==> config.mk <==
export PLATFORM = sky130hd
export DESIGN_NAME = unat_cfg_regs
export DESIGN_NICKNAME = d
export VERILOG_FILES = /design/src/sv/unat_pkg.sv /design/src/sv/unat_cfg_regs.sv
export SDC_FILE = /design/constraint.sdc
export NUM_CORES = 1
export LEC_CHECK = 0
export BUFFER_PORTS_ARGS = -buffer_cell sky130_fd_sc_hd__buf_4
export CAP_MARGIN = 0
export CORE_ASPECT_RATIO = 1.5
export CORE_MARGIN = 2
export CORE_UTILIZATION = 44
export CTS_CLUSTER_DIAMETER = 30
export CTS_CLUSTER_SIZE = 40
export DETAILED_ROUTE_END_ITERATION = 8
export GPL_TIMING_DRIVEN = 0
export PLACE_DENSITY = 0.76
export SLEW_MARGIN = 0
export SYNTH_ARGS = -nofsm -noshare
export SYNTH_HDL_FRONTEND = slang
export SYNTH_SLANG_ARGS = --single-unit
==> constraint.sdc <==
create_clock -name clk -period 1.67 [get_ports clk]
set_clock_uncertainty 0.1 [all_clocks]
set_input_delay 0.2505 -clock clk [delete_from_list [all_inputs] [get_ports clk]]
set_output_delay 0.2505 -clock clk [all_outputs]
set_load 0.1 [all_outputs]
==> src/sv/unat_pkg.sv <==
// Shared types and constants of the UDP address and port translation table.
package unat_pkg;

  localparam logic [1:0] ST_OK    = 2'd0;
  localparam logic [1:0] ST_LOCAL = 2'd1;
  localparam logic [1:0] ST_FULL  = 2'd2;

  localparam logic [31:0] IDLE_TIMEOUT_RST = 32'd300;
  localparam logic [15:0] PORT_BASE_RST    = 16'd40000;
  localparam logic [15:0] PORT_LIMIT_RST   = 16'd50000;

  localparam logic [1:0] REG_PUBLIC_IP    = 2'd0;
  localparam logic [1:0] REG_IDLE_TIMEOUT = 2'd1;
  localparam logic [1:0] REG_PORT_BASE    = 2'd2;
  localparam logic [1:0] REG_PORT_LIMIT   = 2'd3;

  typedef struct packed {
    logic        func;
    logic [31:0] src_ip;
    logic [31:0] dst_ip;
    logic [15:0] src_port;
    logic [15:0] dst_port;
    logic [2:0]  arrival_iface;
    logic [31:0] now_time;
  } unat_in_t;

  typedef struct packed {
    logic [1:0]  status;
    logic [31:0] new_addr;
    logic [15:0] new_port;
    logic [2:0]  out_iface;
  } unat_out_t;

  typedef struct packed {
    logic [31:0] remote_addr;
    logic [15:0] remote_port;
    logic [31:0] mapped_addr;
    logic [15:0] mapped_port;
    logic [31:0] inside_addr;
    logic [15:0] inside_port;
    logic [31:0] last_seen;
    logic [2:0]  inside_iface;
  } unat_entry_t;

  typedef struct packed {
    logic [31:0] public_ip;
    logic [31:0] idle_timeout;
    logic [15:0] port_base;
    logic [15:0] port_limit;
  } unat_cfg_t;

endpackage

==> src/sv/unat_cfg_regs.sv <==
// APB configuration registers of the translation table.
module unat_cfg_regs (
  input  logic              clk,
  input  logic              rst_n,
  input  logic              psel,
  input  logic              penable,
  input  logic              pwrite,
  input  logic [3:0]        paddr,
  input  logic [31:0]       pwdata,
  output logic [31:0]       prdata,
  output unat_pkg::unat_cfg_t cfg
);
  import unat_pkg::*;

  unat_cfg_t cfg_r;
  logic      wr;

  assign wr  = psel && penable && pwrite;
  assign cfg = cfg_r;

  always_ff @(posedge clk) begin
    if (!rst_n) begin
      cfg_r.public_ip    <= '0;
      cfg_r.idle_timeout <= IDLE_TIMEOUT_RST;
      cfg_r.port_base    <= PORT_BASE_RST;
      cfg_r.port_limit   <= PORT_LIMIT_RST;
    end else if (wr && paddr[1:0] == 2'b00) begin
      unique case (paddr[3:2])
        REG_PUBLIC_IP:    cfg_r.public_ip    <= pwdata;
        REG_IDLE_TIMEOUT: cfg_r.idle_timeout <= pwdata;
        REG_PORT_BASE:    cfg_r.port_base    <= pwdata[15:0];
        REG_PORT_LIMIT:   cfg_r.port_limit   <= pwdata[15:0];
        default: ;
      endcase
    end
  end

  always_comb begin
    prdata = '0;
    unique case (paddr[3:2])
      REG_PUBLIC_IP:    prdata = cfg_r.public_ip;
      REG_IDLE_TIMEOUT: prdata = cfg_r.idle_timeout;
      REG_PORT_BASE:    prdata = {16'd0, cfg_r.port_base};
      REG_PORT_LIMIT:   prdata = {16'd0, cfg_r.port_limit};
      default:          prdata = '0;
    endcase
  end
endmodule

Word-level counts from Yosys, hierarchy flattened
Cells that the tools add are included.

Register bits after elaboration: 96. Output and inout bits: 128.

Eq/ne operators: 3. Muxes and demuxes: 1. Reductions and logical operators: 9.

Operator list (number): 32-bit case mux with 4 select lines (1); 2-bit AND reduction (4); 2-bit equality test (second input constant) (2); 2-bit logical NOT (2); 1-bit logical AND (3); 2-bit by 1-bit equality test with 1-bit output (second input constant) (1).

Longest topological paths before layout
Word-level depth: 4. Gate-level depth with buffers: 6. Depth with buffers taken out: 3.

Least setup slack after synthesis
No wires, ideal clock.

Kind: input-to-output. From: input paddr[2]. To: output prdata[17]. Arrival time: 2.420 ns. Data required time: 1.319 ns. Setup slack: -1.101 ns. Stages: 5. Path through: buf_2 > buf_2 > buf_2 > mux2i_1 > nor2_1.

Longest elaborated chain between the ends: 2.

Ends and longest elaborated chain: from (decl) (line unat_cfg_regs.sv:8) `input logic [3:0] paddr,`; 2-bit equality test, or another cell as far along (line unat_cfg_regs.sv:40) `unique case (paddr[3:2])`; 32-bit case mux with 4 select lines * (line unat_cfg_regs.sv:40); to (decl) (line unat_cfg_regs.sv:10) `output logic [31:0] prdata,`.

Every way passes the cells marked *; elsewhere a longest branch is shown, timed or not.

Worst setup path in the final report
From: register cfg_r, in the netlist cfg[44]. To: output prdata[12].

Longest elaborated chain between the ends: 1.

Ends and longest elaborated chain: from (decl) (line unat_cfg_regs.sv:15) `unat_cfg_t cfg_r;`; 32-bit case mux with 4 select lines (line unat_cfg_regs.sv:40).

No other way between the ends.

==> results.tsv <==
stage	metric	value	unit
critical_path	r2r setup slk	0.76	ns
yosys	Synth warnings	0	
critical_path	Worst Setup SP	cfg[44]$_SDFFE_PN0P_	
global_routing	first-pass GRT wire length	22700	um
cts	CTS tree	built	
routing	vias per cell	5.33	
power	VDD IR max	0.000570	V
floorplanning	Initial Util	44.6	%
cts	CTS root buf	clkbuf_16	
power	Net Switching	1.32	mW
cts	Clock Latency Late Sink	0.34	ns
layout	Area Growth Syn to Fin	68.8	%
routing	WL met2	8140	um
timing	Tcrit/Tclk final	104	%
run_status	outcome	finished with violations	
global_routing	initial antenna violation count	0	
yosys	Primary FF master, synth	dfxtp_1	
yosys	simple-gate share of the synthesized area	15.9	%
routing	met1 WL	5390	um
timing	f_max	0.577	GHz
place	gpl congestion	0.808	
floorplanning	I/O pins	169	
layout	fin nets	665	
timing	Setup violations, final	16	
critical_path	critical path cell sequence	mux4_2 > buf_12	
routing	ANT nets after route	0	
power	Internal Pwr Total	3.59	mW
yosys	mux cell area share after synthesis	33.5	%
critical_path	crit start category	flop	
floorplanning	die height	125	um
routing	routed wire length	14900	um
cts	total CTS buffers	9	
routing	met3 WL post-DR	822	um
cts	Clock Path Buffers	2	
yosys	Synth Area in Adders	0	%
power	switching part of the total	26.9	%
yosys	Post-synth EDFFs	0	
yosys	cell area after synthesis	0.00427	mm2
layout	layout filler cell count	640	
yosys	compound-gate portion of the synthesized area	1.46	%
place	PortBufs	167	
floorplanning	# rows	44	
power	static leakage	3.29	nW
routing	# DRC	0	
job	max_cap viols	0	
critical_path	kind of critical path	reg2out	
yosys	Cells after Synth	427	
routing	routed length per instance	20.0	um
layout	n_diodes	0	
cts	H-tree levels	3	
yosys	sequential-to-total area share from yosys stat	45.0	%
critical_path	Crit path required time	1.32	ns
layout	commonest non-fill, non-tap cells in the layout	buf_4, nand2_1, dfxtp_4	
timing	Max Slew Vio Count	0	
global_routing	vias in the first global route	4232	
floorplanning	core area	0.00958	mm2
yosys	largest family of logic cells by synthesized area	multiplexers	
routing	vias	3964	
place	post-placement worst setup slack	-0.258	ns
yosys	Avg Inst Size Synth	10.0	um2
power	Clock Power Share	41.0	%
power	Reg power frac	44.1	%
timing	max_slew headroom	53.6	%
floorplanning	Die Area	0.0105	mm2
floorplanning	Die W	84.5	um
timing	Final WS setup	-0.0626	ns
power	Cell Pwr Density	680	mW/mm2
layout	final instance area	0.00721	mm2
routing	DRT iter0 DRCs	178	
critical_path	CP peak stage delay	0.50	ns
critical_path	CP Capture Type	output port	
yosys	Synth Register Bits	96	
critical_path	Max FO, Critical Path	3	
layout	Finished Layout Cells	744	
layout	fraction of layout cells with a size suffix above 1	57.2	%
min_path	hold crit path type	in2reg	
critical_path	Worst EP arrival	1.38	ns
yosys	Synth cell types	22	
timing	setup tns final	-0.712	ns
timing	Hold Slack	0.0758	ns
yosys	Post-synth ARST share	0	%
timing	measured slew at the worst slew-check pin	0.697	ns
global_routing	All-Layer GR Usage	27.9	%
yosys	Post-Syn Nets	468	
place	placed cell count	709	
min_path	Hold Startpoint	pwdata[18]	
critical_path	Reg2Reg Launch Point	cfg[22]$_SDFFE_PN1P_	
timing	RSZ-0062 raised after global routing	true	
run_status	failing checks	setup timing	
critical_path	CP max-delay cell	mux4_2	
layout	Largest register FFs	96	
layout	commonest non-fill, non-tap cell in the layout	buf_4	
place	detailed-placement wirelength estimate	10100	um
routing	top routing layer used	met4	
routing	number of detailed-route iterations in the first pass	5	
cts	clock slew at reported path FFs	0.07	ns
power	Comb pwr share	14.9	%
place	placed instance area	0.00621	mm2
global_routing	total grt overflow	0	
layout	final core utilization	75.3	%
yosys	xor/xnor share of the synthesized area	0	%
power	Total Power	4.90	mW
timing	final hold vios	0	
cts	clk sink count	96	
global_routing	largest net degree at the start of global routing	16	
timing	minimum clock period	1.73	ns
## what timing repair did
action / in CTS / in global routing
gates cloned: 3 / 0
setup endpoints to repair: 26 / 38
buffers inserted: 16 / 1
hold endpoints to repair: 0 / 0
pin swaps: 5 / 3
gates resized for setup: 79 / 32
hold buffers: 0 / 0
## kinds of logic after synthesis
logic type	count (synthesis)
multiplexers	123
buffers and inverters	39
AO/OA/AOI/OAI	10
flip-flops	96
AND/OR/NAND/NOR	159
## cell usage after synthesis, types with 2 or more instances
cell | count | area share (%)
buf_2 | 10 | 1.2
buf_6 | 2 | 0.53
clkbuf_1 | 20 | 1.8
dfxtp_1 | 96 | 45
inv_1 | 5 | 0.44
mux2i_1 | 107 | 25
mux4_2 | 16 | 8.4
nand2_1 | 113 | 9.9
nand3_1 | 2 | 0.23
nor2_1 | 18 | 1.6
nor2b_1 | 19 | 2.8
o211ai_1 | 5 | 0.88
o21ai_0 | 5 | 0.59
## critical path: cells and delay by family (launching register included)
kind | cells | cell delay (ns)
mux | 1 | 0.50
buf+inv | 1 | 0.19
flops | 1 | 0.35
## area by class of cell
type,count,area (um2),area share (%)
multi-input combinational,292,2460,34.1
sequential,96,2280,31.6
timing repair buffer,187,1760,24.4
buffer,33,263,3.64
clock buffer,11,233,3.23
tap,115,144,1.99
clock inverter,5,57.6,0.798
inverter,5,18.8,0.260
## power groups by stage
stage | combinational (mW) | sequential, mW | clock [mW]
6_report | 0.731 | 2.16 | 2.01
5_1_grt | 0.759 | 2.16 | 2.15
3_5_place_dp | 0.619 | 2.21 | 0
2_1_floorplan | 0.349 | 2.28 | 0
3_3_place_gp | 0.612 | 2.21 | 0
4_1_cts | 0.719 | 2.16 | 2.05
## layer usage
metal / up-vias / global-route usage [%]
met1: 1919 / 31.2
met4: 0 / 13.8
met2: 157 / 49.8
li1: 1854 / -
met5: - / 0
met3: 34 / 5.17
## worst paths after layout
| path | to | depth (start not counted) |
|---|---|---|
| setup / recovery | prdata[12] | 2 |
| hold / removal | cfg[82]$_SDFFE_PN0P_ | 3 |
| setup reg to reg | cfg[22]$_SDFFE_PN1P_ | 3 |
| hold reg to reg | cfg[64]$_SDFFE_PN0P_ | 2 |
Note: power is estimated with default switching activity, not from simulation.
